<file path="config.mk">
export PLATFORM = sky130hd
export DESIGN_NAME = modbus_rtu_response_receiver_core
export DESIGN_NICKNAME = d
export VERILOG_FILES = /design/src/hdl/mrr_pkg.sv /design/src/hdl/mrr_front.sv /design/src/hdl/mrr_queue.sv /design/src/hdl/mrr_back.sv /design/src/hdl/modbus_rtu_response_receiver_core.sv
export SDC_FILE = /design/constraint.sdc
export NUM_CORES = 1
export LEC_CHECK = 0
export ABC_CLOCK_PERIOD_IN_PS = 5400
export BUFFER_PORTS_ARGS = -buffer_cell sky130_fd_sc_hd__buf_2
export CORE_MARGIN = 3
export CORE_UTILIZATION = 54
export DETAILED_ROUTE_END_ITERATION = 8
export GPL_TIMING_DRIVEN = 0
export PLACE_DENSITY = 0.77
export SLEW_MARGIN = 20
export SYNTH_ARGS = -nofsm -noshare
export SYNTH_HDL_FRONTEND = slang
export SYNTH_HIERARCHICAL = 1
export SYNTH_SLANG_ARGS = --single-unit
export TNS_END_PERCENT = 100
</file>
<file path="constraint.sdc">
create_clock -name aclk -period 5.4 [get_ports aclk]
set_input_delay 0.27 -clock aclk [delete_from_list [all_inputs] [get_ports aclk]]
set_output_delay 0.27 -clock aclk [all_outputs]
set_load 0.01 [all_outputs]
</file>
<file path="src/hdl/mrr_pkg.sv">
`default_nettype none
package mrr_pkg;

    localparam int MAX_FRAME_BYTES = 256;
    localparam int CNT_W           = $clog2(MAX_FRAME_BYTES + 1);
    localparam int LEN_W           = 9;
    localparam int QUEUE_DEPTH     = 2;
    localparam int QPTR_W          = (QUEUE_DEPTH > 1) ? $clog2(QUEUE_DEPTH) : 1;
    localparam int QCNT_W          = $clog2(QUEUE_DEPTH + 1);

    localparam logic [15:0] TIMEOUT_RESET = 16'd200;
    localparam logic [15:0] CRC_INIT      = 16'hFFFF;
    localparam logic [15:0] CRC_POLY      = 16'hA001;
    localparam logic [15:0] IDLE_MAX      = 16'hFFFF;
    localparam logic [7:0]  FC_EXCEPTION  = 8'h80;
    localparam int          LEN_SHORT     = 1 + 1 + 1 + 2;
    localparam int          LEN_WRITE     = 1 + 1 + 4 + 2;

    localparam logic [1:0] CMD_ARM  = 2'd0;
    localparam logic [1:0] CMD_BYTE = 2'd1;
    localparam logic [1:0] CMD_TICK = 2'd2;
    localparam logic [1:0] CMD_NONE = 2'd3;

    typedef enum logic [1:0] {
        OP_ARM  = 2'd0,
        OP_BYTE = 2'd1,
        OP_TICK = 2'd2
    } op_t;

    typedef enum logic [1:0] {
        KIND_ECHO = 2'd0,
        KIND_GOOD = 2'd1,
        KIND_BAD  = 2'd2
    } kind_t;

    typedef struct packed {
        op_t        op;
        logic [7:0] data;
    } item_t;

    typedef struct packed {
        logic full;
        logic empty;
    } q_stat_t;

    function automatic logic [15:0] crc_fold(input logic [15:0] crc, input logic [7:0] b);
        logic [15:0] c;
        c = crc ^ {8'h00, b};
        for (int i = 0; i < 8; i++) begin
            if (c[0]) begin
                c = (c >> 1) ^ CRC_POLY;
            end else begin
                c = c >> 1;
            end
        end
        return c;
    endfunction

    function automatic logic [LEN_W-1:0] guess_length(input logic [7:0] fn,
                                                      input logic [7:0] count);
        logic [LEN_W-1:0] len;
        priority if (fn >= 8'd1 && fn <= 8'd4) begin
            len = LEN_W'(LEN_SHORT) + {1'b0, count};
        end else if (fn == 8'd5 || fn == 8'd6 || fn == 8'd15 || fn == 8'd16) begin
            len = LEN_W'(LEN_WRITE);
        end else if (fn == 8'd7) begin
            len = LEN_W'(LEN_SHORT);
        end else if (fn >= FC_EXCEPTION) begin
            len = LEN_W'(LEN_SHORT);
        end else begin
            len = '0;
        end
        return len;
    endfunction

endpackage
`default_nettype wire

</file>
<file path="src/hdl/mrr_front.sv">
`default_nettype none
module mrr_front (
    input  wire logic           aclk,
    input  wire logic           aresetn,
    input  wire logic           s_valid,
    output logic                s_ready,
    input  wire logic [1:0]     s_command,
    input  wire logic [7:0]     s_rx_byte,
    output logic                push,
    output mrr_pkg::item_t      push_item,
    input  wire mrr_pkg::q_stat_t q_stat
);
    import mrr_pkg::*;

    logic  f_valid_reg, f_valid_next;
    item_t f_item_reg;
    item_t cls_item;
    logic  cls_valid;
    logic  accept;

    always_comb begin
        cls_item.data = s_rx_byte;
        cls_valid     = 1'b1;
        unique case (s_command)
            CMD_ARM:  cls_item.op = OP_ARM;
            CMD_BYTE: cls_item.op = OP_BYTE;
            CMD_TICK: cls_item.op = OP_TICK;
            default: begin
                // unused command: drop it here
                cls_item.op = OP_TICK;
                cls_valid   = 1'b0;
            end
        endcase
    end

    assign push      = f_valid_reg && !q_stat.full;
    assign push_item = f_item_reg;
    assign s_ready   = !f_valid_reg || !q_stat.full;
    assign accept    = s_valid && s_ready;

    always_comb begin
        if (accept) begin
            f_valid_next = cls_valid;
        end else begin
            f_valid_next = f_valid_reg && !push;
        end
    end

    always_ff @(posedge aclk) begin
        if (!aresetn) begin
            f_valid_reg <= 1'b0;
        end else begin
            f_valid_reg <= f_valid_next;
        end
    end

    always_ff @(posedge aclk) begin
        if (accept) begin
            f_item_reg <= cls_item;
        end
    end

endmodule
`default_nettype wire

</file>
<file path="src/hdl/mrr_queue.sv">
`default_nettype none
module mrr_queue (
    input  wire logic             aclk,
    input  wire logic             aresetn,
    input  wire logic             push,
    input  wire mrr_pkg::item_t   push_item,
    output mrr_pkg::q_stat_t      q_stat,
    input  wire logic             pop,
    output mrr_pkg::item_t        pop_item
);
    import mrr_pkg::*;

    item_t             entry_reg [QUEUE_DEPTH];
    logic [QPTR_W-1:0] wr_ptr_reg, wr_ptr_next;
    logic [QPTR_W-1:0] rd_ptr_reg, rd_ptr_next;
    logic [QCNT_W-1:0] count_reg, count_next;
    logic              do_push, do_pop;

    assign q_stat.full  = (count_reg == QCNT_W'(QUEUE_DEPTH));
    assign q_stat.empty = (count_reg == '0);
    assign do_push      = push && !q_stat.full;
    assign do_pop       = pop && !q_stat.empty;
    assign pop_item     = entry_reg[rd_ptr_reg];

    always_comb begin
        wr_ptr_next = wr_ptr_reg;
        rd_ptr_next = rd_ptr_reg;
        count_next  = count_reg;
        if (do_push) begin
            wr_ptr_next = (wr_ptr_reg == QPTR_W'(QUEUE_DEPTH - 1)) ? '0 : wr_ptr_reg + 1'b1;
        end
        if (do_pop) begin
            rd_ptr_next = (rd_ptr_reg == QPTR_W'(QUEUE_DEPTH - 1)) ? '0 : rd_ptr_reg + 1'b1;
        end
        if (do_push && !do_pop) begin
            count_next = count_reg + 1'b1;
        end else if (do_pop && !do_push) begin
            count_next = count_reg - 1'b1;
        end
    end

    always_ff @(posedge aclk) begin
        if (!aresetn) begin
            wr_ptr_reg <= '0;
            rd_ptr_reg <= '0;
            count_reg  <= '0;
        end else begin
            wr_ptr_reg <= wr_ptr_next;
            rd_ptr_reg <= rd_ptr_next;
            count_reg  <= count_next;
        end
    end

    always_ff @(posedge aclk) begin
        if (do_push) begin
            entry_reg[wr_ptr_reg] <= push_item;
        end
    end

endmodule
`default_nettype wire

</file>
<file path="src/hdl/mrr_back.sv">
`default_nettype none
module mrr_back (
    input  wire logic           aclk,
    input  wire logic           aresetn,
    input  wire logic           cfg_valid,
    output logic                cfg_ready,
    input  wire logic [15:0]    cfg_data,
    input  wire mrr_pkg::q_stat_t q_stat,
    input  wire mrr_pkg::item_t pop_item,
    output logic                pop,
    output logic                m_valid,
    input  wire logic           m_ready,
    output logic [1:0]          m_kind,
    output logic [7:0]          m_data_byte,
    output logic [7:0]          m_byte_index,
    output logic [8:0]          m_payload_length,
    output logic [8:0]          m_guessed_length,
    output logic                m_by_timeout,
    output logic                m_overflow
);
    import mrr_pkg::*;

    logic [15:0]      timeout_reg;
    logic             receiving_reg, receiving_next;
    logic [CNT_W-1:0] count_reg, count_next;
    logic [15:0]      crc_reg, crc_next;
    logic [7:0]       fn_reg, fn_next;
    logic [LEN_W-1:0] exp_reg, exp_next;
    logic [15:0]      idle_reg, idle_next;
    logic             dropped_reg, dropped_next;

    logic             m_valid_reg, m_valid_next;
    kind_t            kind_reg;
    logic [7:0]       data_reg;
    logic [7:0]       index_reg;
    logic [8:0]       plen_reg;
    logic [8:0]       glen_reg;
    logic             bytime_reg;
    logic             ovf_reg;

    logic             res_valid;
    kind_t            res_kind;
    logic [7:0]       res_data;
    logic [7:0]       res_index;
    logic [8:0]       res_plen;
    logic             res_bytime;
    logic             by_len, by_time;

    assign cfg_ready = 1'b1;
    assign pop       = !q_stat.empty && (!m_valid_reg || m_ready);

    always_comb begin
        receiving_next = receiving_reg;
        count_next     = count_reg;
        crc_next       = crc_reg;
        fn_next        = fn_reg;
        exp_next       = exp_reg;
        idle_next      = idle_reg;
        dropped_next   = dropped_reg;
        res_valid      = 1'b0;
        res_kind       = KIND_ECHO;
        res_data       = '0;
        res_index      = '0;
        res_plen       = '0;
        res_bytime     = 1'b0;
        by_len         = 1'b0;
        by_time        = 1'b0;
        if (pop) begin
            unique case (pop_item.op)
                OP_ARM: begin
                    // restart the frame, dropping any in progress
                    receiving_next = 1'b1;
                    count_next     = '0;
                    crc_next       = CRC_INIT;
                    fn_next        = '0;
                    exp_next       = '0;
                    idle_next      = '0;
                    dropped_next   = 1'b0;
                end
                OP_BYTE: begin
                    if (receiving_reg) begin
                        idle_next = '0;
                        if (count_reg >= CNT_W'(MAX_FRAME_BYTES)) begin
                            dropped_next = 1'b1;
                        end else begin
                            crc_next = crc_fold(crc_reg, pop_item.data);
                            if (count_reg == CNT_W'(1)) begin
                                fn_next = pop_item.data;
                            end
                            if (count_reg == CNT_W'(2) && exp_reg == '0) begin
                                exp_next = guess_length(fn_reg, pop_item.data);
                            end
                            count_next = count_reg + 1'b1;
                            res_valid  = 1'b1;
                            res_kind   = KIND_ECHO;
                            res_data   = pop_item.data;
                            res_index  = count_reg[7:0];
                        end
                    end
                end
                OP_TICK: begin
                    if (receiving_reg) begin
                        if (idle_reg != IDLE_MAX) begin
                            idle_next = idle_reg + 1'b1;
                        end
                        by_len  = (exp_reg != '0) && (LEN_W'(count_reg) >= exp_reg);
                        by_time = idle_next > timeout_reg;
                        if (by_len || by_time) begin
                            res_valid      = 1'b1;
                            res_kind       = (crc_reg == '0 && count_reg >= CNT_W'(2))
                                             ? KIND_GOOD : KIND_BAD;
                            res_plen       = (count_reg >= CNT_W'(2))
                                             ? 9'(count_reg - CNT_W'(2)) : '0;
                            res_bytime     = !by_len;
                            receiving_next = 1'b0;
                        end
                    end
                end
                default: ;
            endcase
        end
    end

    always_comb begin
        if (pop) begin
            m_valid_next = res_valid;
        end else begin
            m_valid_next = m_valid_reg && !m_ready;
        end
    end

    always_ff @(posedge aclk) begin
        if (!aresetn) begin
            timeout_reg   <= TIMEOUT_RESET;
            receiving_reg <= 1'b0;
            count_reg     <= '0;
            crc_reg       <= CRC_INIT;
            fn_reg        <= '0;
            exp_reg       <= '0;
            idle_reg      <= '0;
            dropped_reg   <= 1'b0;
            m_valid_reg   <= 1'b0;
        end else begin
            if (cfg_valid && cfg_ready) begin
                timeout_reg <= cfg_data;
            end
            receiving_reg <= receiving_next;
            count_reg     <= count_next;
            crc_reg       <= crc_next;
            fn_reg        <= fn_next;
            exp_reg       <= exp_next;
            idle_reg      <= idle_next;
            dropped_reg   <= dropped_next;
            m_valid_reg   <= m_valid_next;
        end
    end

    // load the result register only when a new item lands in it
    always_ff @(posedge aclk) begin
        if (pop && res_valid) begin
            kind_reg   <= res_kind;
            data_reg   <= res_data;
            index_reg  <= res_index;
            plen_reg   <= res_plen;
            glen_reg   <= 9'(exp_next);
            bytime_reg <= res_bytime;
            ovf_reg    <= dropped_next;
        end
    end

    assign m_valid          = m_valid_reg;
    assign m_kind           = kind_reg;
    assign m_data_byte      = data_reg;
    assign m_byte_index     = index_reg;
    assign m_payload_length = plen_reg;
    assign m_guessed_length = glen_reg;
    assign m_by_timeout     = bytime_reg;
    assign m_overflow       = ovf_reg;

endmodule
`default_nettype wire

</file>
<file path="src/hdl/modbus_rtu_response_receiver_core.sv">
// Channel   Direction  Handshake              Payload
// s_        in         s_valid / s_ready      s_command, s_rx_byte
// m_        out        m_valid / m_ready      kind, data_byte, byte_index, lengths, flags
// cfg_      in         cfg_valid / cfg_ready  cfg_data (timeout_ms)
//
// One item per cycle sustained while m_ready stays high; from input accept to
// result an item passes the classify register, the two-entry queue and the
// result register. CRC fold and frame bookkeeping happen as an item is popped.
// Reset is synchronous on aresetn low; timeout_ms returns to 200, no frame armed.
// A stalled m_ blocks the back end; the queue and front register then fill and
// drop s_ready. cfg_ready is always high.
`default_nettype none
module modbus_rtu_response_receiver_core (
    input  wire logic        aclk,
    input  wire logic        aresetn,
    input  wire logic        s_valid,
    output logic             s_ready,
    input  wire logic [1:0]  s_command,
    input  wire logic [7:0]  s_rx_byte,
    output logic             m_valid,
    input  wire logic        m_ready,
    output logic [1:0]       m_kind,
    output logic [7:0]       m_data_byte,
    output logic [7:0]       m_byte_index,
    output logic [8:0]       m_payload_length,
    output logic [8:0]       m_guessed_length,
    output logic             m_by_timeout,
    output logic             m_overflow,
    input  wire logic        cfg_valid,
    output logic             cfg_ready,
    input  wire logic [15:0] cfg_data
);
    import mrr_pkg::*;

    logic    push;
    item_t   push_item;
    q_stat_t q_stat;
    logic    pop;
    item_t   pop_item;

    mrr_front u_front (
        .aclk      (aclk),
        .aresetn   (aresetn),
        .s_valid   (s_valid),
        .s_ready   (s_ready),
        .s_command (s_command),
        .s_rx_byte (s_rx_byte),
        .push      (push),
        .push_item (push_item),
        .q_stat    (q_stat)
    );

    mrr_queue u_queue (
        .aclk      (aclk),
        .aresetn   (aresetn),
        .push      (push),
        .push_item (push_item),
        .q_stat    (q_stat),
        .pop       (pop),
        .pop_item  (pop_item)
    );

    mrr_back u_back (
        .aclk             (aclk),
        .aresetn          (aresetn),
        .cfg_valid        (cfg_valid),
        .cfg_ready        (cfg_ready),
        .cfg_data         (cfg_data),
        .q_stat           (q_stat),
        .pop_item         (pop_item),
        .pop              (pop),
        .m_valid          (m_valid),
        .m_ready          (m_ready),
        .m_kind           (m_kind),
        .m_data_byte      (m_data_byte),
        .m_byte_index     (m_byte_index),
        .m_payload_length (m_payload_length),
        .m_guessed_length (m_guessed_length),
        .m_by_timeout     (m_by_timeout),
        .m_overflow       (m_overflow)
    );

    a_no_push_when_full: assert property (@(posedge aclk) disable iff (!aresetn)
        !(push && q_stat.full))
        else $error("push into full queue");

    a_no_pop_when_empty: assert property (@(posedge aclk) disable iff (!aresetn)
        !(pop && q_stat.empty))
        else $error("pop from empty queue");

    a_unused_cmd_dropped: assert property (@(posedge aclk) disable iff (!aresetn)
        (s_valid && s_ready && s_command == CMD_NONE) |=> !push)
        else $error("unused command reached the queue");

    a_frame_fields_clear: assert property (@(posedge aclk) disable iff (!aresetn)
        (m_valid && m_kind != KIND_ECHO) |-> (m_data_byte == 8'd0 && m_byte_index == 8'd0))
        else $error("frame result carries byte fields");

    a_echo_fields_clear: assert property (@(posedge aclk) disable iff (!aresetn)
        (m_valid && m_kind == KIND_ECHO) |-> (m_payload_length == 9'd0 && !m_by_timeout))
        else $error("echo result carries frame fields");

endmodule
`default_nettype wire
</file>
==> results of run 1 <==
worst max path at each step:
stage	from	endpoint	slack, ns	cells after the start
3_3_place_gp	u_back/idle_reg[0]$_SDFFE_PN0P_	u_back/m_data_byte[3]$_SDFFCE_PP0P_	0.07	15
6_report	u_back/idle_reg[0]$_SDFFE_PN0P_	u_back/m_data_byte[3]$_SDFFCE_PP0P_	0.60	16
3_5_place_dp	u_back/idle_reg[0]$_SDFFE_PN0P_	u_back/m_data_byte[3]$_SDFFCE_PP0P_	0.75	16
4_1_cts	u_back/idle_reg[0]$_SDFFE_PN0P_	u_back/m_data_byte[3]$_SDFFCE_PP0P_	0.68	16
5_1_grt	u_back/idle_reg[0]$_SDFFE_PN0P_	u_back/m_data_byte[6]$_SDFFCE_PP0P_	0.33	16
2_1_floorplan	u_back/idle_reg[0]$_SDFFE_PN0P_	u_back/m_by_timeout$_SDFFCE_PN0P_	0.72	15
area by class of cell:
| class | count | area, um2 |
|---|---|---|
| Sequential cell | 151 | 3704 |
| Clock buffer | 23 | 489.2 |
| Multi-Input combinational cell | 517 | 3597 |
| Inverter | 39 | 146.4 |
| Tap cell | 176 | 220.2 |
| Buffer | 36 | 157.7 |
| Timing Repair Buffer | 76 | 432.9 |
| Fill cell | 1064 | 4671 |
| Clock inverter | 9 | 87.58 |
power groups by stage:
stage / Sequential (uW) / Combinational, uW / Clock (uW)
after floorplan: 1330 / 590 / 0
after global placement: 1330 / 749 / 0
after detailed placement: 1340 / 770 / 0
after CTS: 1310 / 783 / 1170
after global routing: 1320 / 869 / 1230
final: 1310 / 789 / 1160
layer usage:
metal	global-route usage [%]	share of wire, %
met1	27.01	42
met2	38.10	49
met3	5.189	6.3
met4	11.28	3.1
met5	0	0
timing repair:
| action | 4_1_cts | 5_1_grt |
|---|---|---|
| hold buffers | 6 | 0 |
| hold endpoints to repair | 6 | 0 |
| buffers inserted | 0 | 0 |
cell usage after synthesis (14+ instances only):
library cell	instances
nor3_1	16
inv_1	39
mux2i_1	14
mux2_2	15
nand4_1	15
nor2b_1	30
clkbuf_1	25
o21ai_0	26
dfxtp_1	83
nand2_1	70
xnor2_1	36
and2_1	14
nor2_1	34
edfxtp_1	68
and3_1	18
nand3_1	20
ha_1	38
a21oi_1	19
through the flow:
step	cell area (um2)	power (uW)	setup WS [ns]	hold slack (ns)
2_1_floorplan	7596	1920	0.7222	0.3689
3_3_place_gp	8162	2080	0.07484	0.4241
3_5_place_dp	8198	2107	0.7542	0.4380
4_1_cts	8835	3270	0.6791	0.001690
5_1_grt	8835	3417	0.3256	0.007287
6_report	8835	3259	0.5952	0.01996
logic make-up (layout without fill, tap and decap cells):
group / after synthesis / after routing / synth area share, %
other: 1 / 1 / 0.04941
buffers and inverters: 75 / 183 / 4.006
AOI/OAI and AO/OA: 138 / 138 / 12.61
DFF: 151 / 151 / 48.80
adders and majority gates: 38 / 38 / 6.264
and+or+nand+nor: 260 / 260 / 18.04
xor gates and xnor gates: 51 / 51 / 6.166
muxes: 29 / 29 / 4.072
==> results_dict.tcl, run 1 <==
set metrics [dict create \
    outcome "completed" \
    die_x_um 124.6 \
    r2r_start "u_back/idle_reg[0]$_SDFFE_PN0P_" \
    die-area_um2 15510 \
    instances_no_fill 1027 \
    maxSlewHeadroom_pct 45.66 \
    p_leak_uw 0.003371 \
    start_util_pct 56.20 \
    clockBufferDepth 2 \
    clkSlewWorstSetupHoldPaths_ns 0.06 \
    coreArea_um2 13510 \
    period_needed_ns 4.805 \
    drive_gt1_share_pct 16.92 \
    path_cells "ha_1, buf_2, inv_1, or3_1, clkbuf_1, nor2_2, mux2_2, ha_1, nor2b_1, o211ai_1, a21oi_1, o31ai_1, a41o_1, clkbuf_1, a31oi_4, buf_16" \
    drc 0 \
    path_class "flip-flop to flip-flop" \
    largest_register_ffs 20 \
    ir_drop_mv 0.2066 \
    area_delta_synth_final_pct 16.40 \
    grt_max_degree 28 \
    final_common_cell "dfxtp_1" \
    critPathMaxStageDelay_ns 0.47 \
    antenna_found_initial 0 \
    synth_top_area_cell "edfxtp_1" \
    fin_crit_sh_pct 88.98 \
    cts-root-buf "clkbuf_16" \
    synth-seq-area-share_pct 48.80 \
    finalSetupViolCount 0 \
    crit_slowest_cell "clkbuf_1" \
    vias 5919 \
    reg2reg_slack_ns 0.60 \
    ios 72 \
    required_ns 5.57 \
    cts_sinks 151 \
    syn_nets 812 \
    grt-ovfl-total 0 \
    max-cap-violations 0 \
    fin_util_pct 65.42 \
    p_seq_share_pct 40.3 \
    rsz0062_at_grt "false" \
    min_path_type "primary input to flip-flop" \
    tightest_slew_ns 0.8107 \
    fmax_mhz 208.1 \
    grt_pass1_wl_um 28410 \
    worstReg2RegEnd "u_back/m_data_byte[3]$_SDFFCE_PP0P_" \
    whs_endpoint "u_front/push_item[1]$_DFFE_PP_" \
    antenna_left 0 \
    row_count 42 \
    final_cell_mix "dfxtp_1, buf_2, nand2_1" \
    dpl.hpwl_um 12550 \
    numCtsBuffers 17 \
    syn_inst 743 \
    yosys_warnings 6 \
    critical_path.top_delay_family "buffers and inverters" \
    clkPwrFrac_pct 35.5 \
    critPathMaxFanout 27 \
    drt_wl_total_um 17280 \
    port_buffers 69 \
    final_nets 907 \
    wl_per_cell_um 16.82 \
    crit_path_start_kind "flip-flop" \
    combPwrFrac_pct 24.2 \
    clk_latency_ns 0.43 \
    synth_flop_cell "dfxtp_1" \
    syn_avg_cell_area_um2 10.22 \
    path_buf_inv 5 \
    synth.area.top_cells "edfxtp_1, dfxtp_1, ha_1" \
    grt_pass1_vias 5880 \
    worstHoldStart "s_rx_byte[1]" \
    switching_share_pct 29.73 \
    gp_congestion 0.8965 \
    cp-end-kind "flip-flop" \
    drt_iter0_drc 461 \
    hold_viol 0 \
    synth-edff-count 68 \
    p_int_uw 2290 \
    synth_top_area_share_pct 26.90 \
    syn_area_um2 7590 \
    drv_slew 0 \
    ff2ff_path_depth 16 \
    htree_levels 4 \
    synthArstFlopShare_pct 0 \
    cts_tree "yes" \
    die_h_um 124.6 \
    powerDensity_nw_per_um2 368.8 \
    hold_depth 1 \
    placed_cells 989 \
    finalClockSkew_ns 0.01109 \
    firstDrtPassIters 6 \
    ctsResizeCount 0 \
    viasPerCell 5.763 \
    ys_types 67 \
    synth_seq_cells 151 \
    antenna_cells 0 \
    finalSetupTns_ns 0 \
    switchingPower_uw 968.9 \
    grtUsageTotal_pct 22.56 \
    crit_arrival_ns 4.98 \
]
Note: power is estimated with default switching activity, not from simulation.
==> run 2, diff against run 1 <==
Settings changed: SYNTH_HIERARCHICAL 1 to unset, TNS_END_PERCENT 100 to unset.
==> run 2 against run 1 <==
  * Critical path depth is 2 lower
  * Critical path type unchanged
  * Via count is 7.6% lower
  * Power up 13%
==> results_dict.tcl, run 2 <==
set metrics [dict create \
    finalSetupViolCount 0 \
    vias 5472 \
    ir_drop_mv 0.2448 \
    viasPerCell 5.499 \
    grt-ovfl-total 0 \
    port_buffers 69 \
    fill_cells 1071 \
    finalClockSkew_ns 0.01074 \
    synth_seq_cells 151 \
    cpMostUsedCell "nand4_1" \
    ctsResizeCount 0 \
    drv_slew 0 \
    coreArea_um2 13300 \
    instances_no_fill 995 \
    synth-seq-area-share_pct 50.20 \
    tightest_slew_ns 0.8161 \
    syn_nets 785 \
    clkSlewWorstSetupHoldPaths_ns 0.06 \
    htree_levels 4 \
    required_ns 5.52 \
    powerDensity_nw_per_um2 423.1 \
    switching_share_pct 29.34 \
    period_needed_ns 4.465 \
    switchingPower_uw 1076 \
    critPathMaxFanout 27 \
    area_delta_synth_final_pct 17.49 \
    synth_top_area_cell "edfxtp_1" \
    cts-root-buf "clkbuf_16" \
    die_h_um 122.9 \
    clk_latency_ns 0.42 \
    min_path_type "primary input to flip-flop" \
    crit_path_start_kind "flip-flop" \
    grt_max_degree 28 \
    largest_register_ffs 20 \
    gp_congestion 0.8884 \
    combPwrFrac_pct 25.4 \
    drc 0 \
    max-cap-violations 0 \
    yosysMostFrequentCell "nor2_1" \
    ios 72 \
    final_common_cell "nor2_1" \
    p_leak_uw 0.003441 \
    die_x_um 122.9 \
    rsz0062_at_grt "false" \
    crit_slowest_cell "o31ai_1" \
    synth_flop_cell "dfxtp_1" \
    critical_path.top_delay_family "compound AO/OA/AOI/OAI gates" \
    syn_area_um2 7377 \
    drt_wl_total_um 16330 \
    cts_tree "yes" \
    syn_avg_cell_area_um2 10.29 \
    yosys_warnings 0 \
    clkPwrFrac_pct 37.5 \
    synth_top_area_share_pct 27.68 \
    start_util_pct 55.49 \
    grt_pass1_wl_um 26320 \
    fin_hold_ws_ns 0.01970 \
    syn_inst 717 \
    die-area_um2 15100 \
    clockBufferDepth 2 \
    synth.area.top_cells "edfxtp_1, dfxtp_1, ha_1" \
    pre_cts_slack_ns 1.046 \
    crit_arrival_ns 4.59 \
    antenna_found_initial 0 \
    p_seq_share_pct 37.1 \
    path_buf_inv 1 \
    maxSlewHeadroom_pct 45.23 \
    numCtsBuffers 17 \
    cts_hold_buf 0 \
    fmax_mhz 224.0 \
    antenna_left 0 \
    multi_input_area_um2 3401 \
    synth_common_cells "nor2_1, dfxtp_1, edfxtp_1" \
    fin_area_um2 8667 \
    row_count 42 \
    final_cell_mix "nor2_1, dfxtp_1, buf_2" \
    fin_crit_sh_pct 82.68 \
    grt_pass1_vias 5396 \
    cp-end-kind "flip-flop" \
    dpl.hpwl_um 12050 \
    cts_sinks 151 \
    drt_iter0_drc 426 \
    worst_slack_ns 0.9354 \
    placed_area_um2 7981 \
    outcome "completed" \
    p_int_uw 2591 \
    drive_gt1_share_pct 16.24 \
    placed_cells 963 \
    grtUsageTotal_pct 22.74 \
    synthArstFlopShare_pct 0 \
    seq_area_um2 3704 \
    fin_total_pwr_uw 3667 \
    path_class "flip-flop to flip-flop" \
    final_nets 874 \
    wl_per_cell_um 16.41 \
    antenna_cells 0 \
    ys_types 58 \
    hold_viol 0 \
    synth-edff-count 68 \
    path_cells "and4_1, nand4_1, o31ai_1, or3_1, xnor2_1, ha_1, nand4_1, nor2_1, and3_1, o221a_1, o21ai_1, o21a_1, a21boi_4, buf_16" \
    post_cts_buffers 0 \
    critPathMaxStageDelay_ns 0.73 \
    firstDrtPassIters 5 \
]
==> run 2: power groups by stage <==
| stage | logic (uW) | clock network [uW] | registers, uW |
|---|---|---|---|
| after global routing | 1010 | 1430 | 1370 |
| after CTS | 935 | 1380 | 1360 |
| final | 932 | 1380 | 1360 |
| after detailed placement | 927 | 0 | 1380 |
| after floorplan | 678 | 0 | 1390 |
| after global placement | 892 | 0 | 1380 |
==> run 2: metal layers <==
layer  GRT usage, %  vias to the layer above  part of all wire [%]
li1               -                     2708                     -
met1          29.51                     2558                    44
met2          37.27                      173                    48
met3          4.608                       33                   5.9
met4          9.307                        0                   2.4
met5              0                        -                     0
==> run 2: kinds of logic after synthesis <==
| logic type | after synthesis | synth area share (%) |
|---|---|---|
| xor+xnor | 59 | 7.819 |
| fa+ha+maj | 37 | 6.275 |
| mux | 28 | 4.969 |
| flops | 151 | 50.20 |
| compound gates | 112 | 9.871 |
| simple gates | 259 | 16.96 |
| buf+inv | 70 | 3.850 |
| other cells | 1 | 0.05083 |
==> run 2: area by class of cell <==
class                           count  share of cell area (%)
Clock inverter                     13                   2.916
Inverter                           39                   1.689
Buffer                             31                   1.588
Tap cell                          176                   2.541
Timing Repair Buffer               70                   4.302
Multi-Input combinational cell    496                   39.24
Clock buffer                       19                   4.995
Sequential cell                   151                   42.73
==> run 2: final timing paths <==
path                                        start                                    to  slack, ns  depth (start not counted)
setup / recovery  u_back.idle_reg[4]$_SDFFE_PN0P_  u_back.m_guessed_length[8]$_DFFE_PP_       0.94                         14
hold / removal                       s_rx_byte[0]        u_front.push_item[0]$_DFFE_PP_       0.02                          1
setup reg to reg  u_back.idle_reg[4]$_SDFFE_PN0P_  u_back.m_guessed_length[8]$_DFFE_PP_       0.94                         14
hold reg to reg    u_front.push_item[0]$_DFFE_PP_     u_queue.entry_reg[0][0]$_DFFE_PP_       0.45                          0
==> run 2: metrics by stage <==
stage               utilization (%)  setup TNS, ns
finish                        65.19              0
global route                  65.19              0
CTS                           65.19              0
detailed placement            60.03              0
global placement              59.74         -24.92
floorplan                         -              0
==> run 3, diff against run 2 <==
Settings changed: ABC_CLOCK_PERIOD_IN_PS 5400 to 4050.
Clock period 5.4 ns to 4.05 ns, I/O delays scaled along.
==> run 3 against run 2 <==
  * Design area increased by 1.4%
  * Die area unchanged
  * Sequential power increased by 33%
  * Power increased by 30%
  * Combinational power increased by 36%
  * Clock skew decreased by 0.00083 ns
  * Sequential share of layout area decreased by 0.60 points
  * Count of clock-buffer cells in the layout decreased by 1
  * Wire length increased by 2.6%
  * Worst hold slack got worse by 0.0049 ns
  * Critical path type unchanged
==> results_dict.tcl, run 3 (synthesis results as in run 2) <==
set metrics [dict create \
    outcome "completed" \
    final_nets 890 \
    antenna_cells 0 \
    rsz0062_at_grt "false" \
    htree_levels 4 \
    min_path_type "primary input to flip-flop" \
    path_class "flip-flop to flip-flop" \
    clk_latency_ns 0.43 \
    dpl.hpwl_um 11850 \
    instances_no_fill 1011 \
    area_delta_synth_final_pct 19.17 \
    r2r_start "u_back.idle_reg[0]$_SDFFE_PN0P_" \
    powerDensity_nw_per_um2 540.7 \
    largest_register_ffs 20 \
    grt_pass1_vias 5464 \
    grt_max_degree 20 \
    firstDrtPassIters 5 \
    drc 0 \
    finalSetupTns_ns 0 \
    finalClockSkew_ns 0.009910 \
    die_h_um 122.9 \
    drv_slew 0 \
    hold_viol 0 \
    grt-ovfl-total 0 \
    grtUsageTotal_pct 23.34 \
    ir_drop_mv 0.3221 \
    gp_congestion 0.9085 \
    fin_total_pwr_uw 4753 \
    clockBufferDepth 2 \
    numCtsBuffers 17 \
    cts_tree "yes" \
    ff2ff_path_depth 14 \
    fin_crit_sh_pct 93.96 \
    hold_depth 3 \
    tightest_slew_ns 0.8284 \
    drt_iter0_drc 350 \
    cp-end-kind "flip-flop" \
    worstReg2RegEnd "u_back.m_payload_length[4]$_SDFFCE_PN0P_" \
    crit_path_start_kind "flip-flop" \
    ios 72 \
    port_buffers 69 \
    reg2reg_slack_ns 0.24 \
    cts-root-buf "clkbuf_16" \
    worstHoldStart "cfg_data[14]" \
    die_x_um 122.9 \
    grt_pass1_wl_um 27090 \
    max-cap-violations 0 \
    cts_sinks 151 \
    wl_per_cell_um 16.56 \
    start_util_pct 55.49 \
    critPathMaxFanout 10 \
    whs_endpoint "u_back.timeout_reg[14]$_SDFFE_PN0P_" \
    vias 5685 \
    required_ns 4.21 \
    p_leak_uw 0.003478 \
    coreArea_um2 13300 \
    fmax_mhz 262.8 \
    final_cell_mix "nor2_1, dfxtp_1, buf_2" \
    die-area_um2 15100 \
    viasPerCell 5.623 \
    finalSetupViolCount 0 \
    drive_gt1_share_pct 17.37 \
    drt_wl_total_um 16740 \
    antenna_found_initial 0 \
    period_needed_ns 3.805 \
    worst_slack_ns 0.2447 \
    final_common_cell "nor2_1" \
    placed_cells 962 \
    row_count 42 \
    pre_cts_slack_ns -0.5200 \
    clkSlewWorstSetupHoldPaths_ns 0.06 \
    maxSlewHeadroom_pct 44.57 \
    crit_arrival_ns 3.96 \
    antenna_left 0 \
]
-- run 3: repair_timing --
item,in CTS,in global routing
endpoints found under the setup margin,48,48
setup buffers,3,3
endpoints found under the hold margin,10,0
hold buffers,10,0
gates cloned,1,0
gates resized for setup,4,6
pin swaps,2,2
-- run 3: power by group --
group / internal [uW] / switching [uW] / leakage, uW
Clock: 1040 / 636 / 0.000290
Sequential: 1730 / 79.4 / 0.00130
Combinational: 518 / 749 / 0.00189
Total: 3290 / 1470 / 0.00348
-- run 3: layout make-up --
type / count / area, um2
multi-input combinational: 497 / 3450
tap: 176 / 220.2
timing repair buffer: 85 / 503.0
clock inverter: 14 / 197.7
clock buffer: 18 / 429.2
buffer: 31 / 141.4
sequential: 151 / 3704
inverter: 39 / 146.4
fill: 1033 / 4504
-- run 3: worst max-delay path, stage by stage, from the launching register on --
cell      delay (ns)
dfxtp_1         0.43
ha_1            0.25
nand4_1         0.27
or3_1           0.39
clkbuf_1        0.19
and3_1          0.23
xor2_1          0.25
ha_1            0.30
a21o_1          0.19
a21oi_1         0.14
o211ai_1        0.13
o21ai_2         0.24
o21a_4          0.23
clkbuf_4        0.22
nor3_1          0.08
-- run 3: worst max path at each step --
| stage | slack [ns] | cells past startpoint | to | from |
|---|---|---|---|---|
| floorplan | 0.32 | 13 | u_back.m_by_timeout$_SDFFCE_PN0P_ | u_back.idle_reg[4]$_SDFFE_PN0P_ |
| global placement | -0.42 | 13 | u_back.m_data_byte[1]$_SDFFCE_PP0P_ | u_back.idle_reg[0]$_SDFFE_PN0P_ |
| detailed placement | -0.52 | 13 | u_back.m_data_byte[7]$_SDFFCE_PP0P_ | u_back.idle_reg[4]$_SDFFE_PN0P_ |
| CTS | 0.001 | 14 | u_back.m_payload_length[4]$_SDFFCE_PN0P_ | u_back.idle_reg[0]$_SDFFE_PN0P_ |
| global route | 0.02 | 14 | u_back.m_payload_length[4]$_SDFFCE_PN0P_ | u_back.idle_reg[0]$_SDFFE_PN0P_ |
| finish | 0.24 | 14 | u_back.m_payload_length[4]$_SDFFCE_PN0P_ | u_back.idle_reg[0]$_SDFFE_PN0P_ |
-- run 3: layer usage --
| metal | GRT usage (%) | wire length [um] | up-vias |
|---|---|---|---|
| li1 | - | - | 2747 |
| met1 | 30.55 | 7326 | 2719 |
| met2 | 38.09 | 8149 | 187 |
| met3 | 4.562 | 941 | 32 |
| met4 | 9.447 | 325 | 0 |
| met5 | 0 | 0 | - |
-- run 3: through the flow --
stage / hold slack [ns] / util, % / instance area (um2)
after CTS: 0.0003370 / 65.72 / 8737
after global placement: 0.3799 / 59.82 / 7954
after detailed placement: 0.3815 / 59.82 / 7954
final: 0.01477 / 66.12 / 8791
after floorplan: 0.3014 / - / 7388
after global routing: 0.02229 / 66.12 / 8791
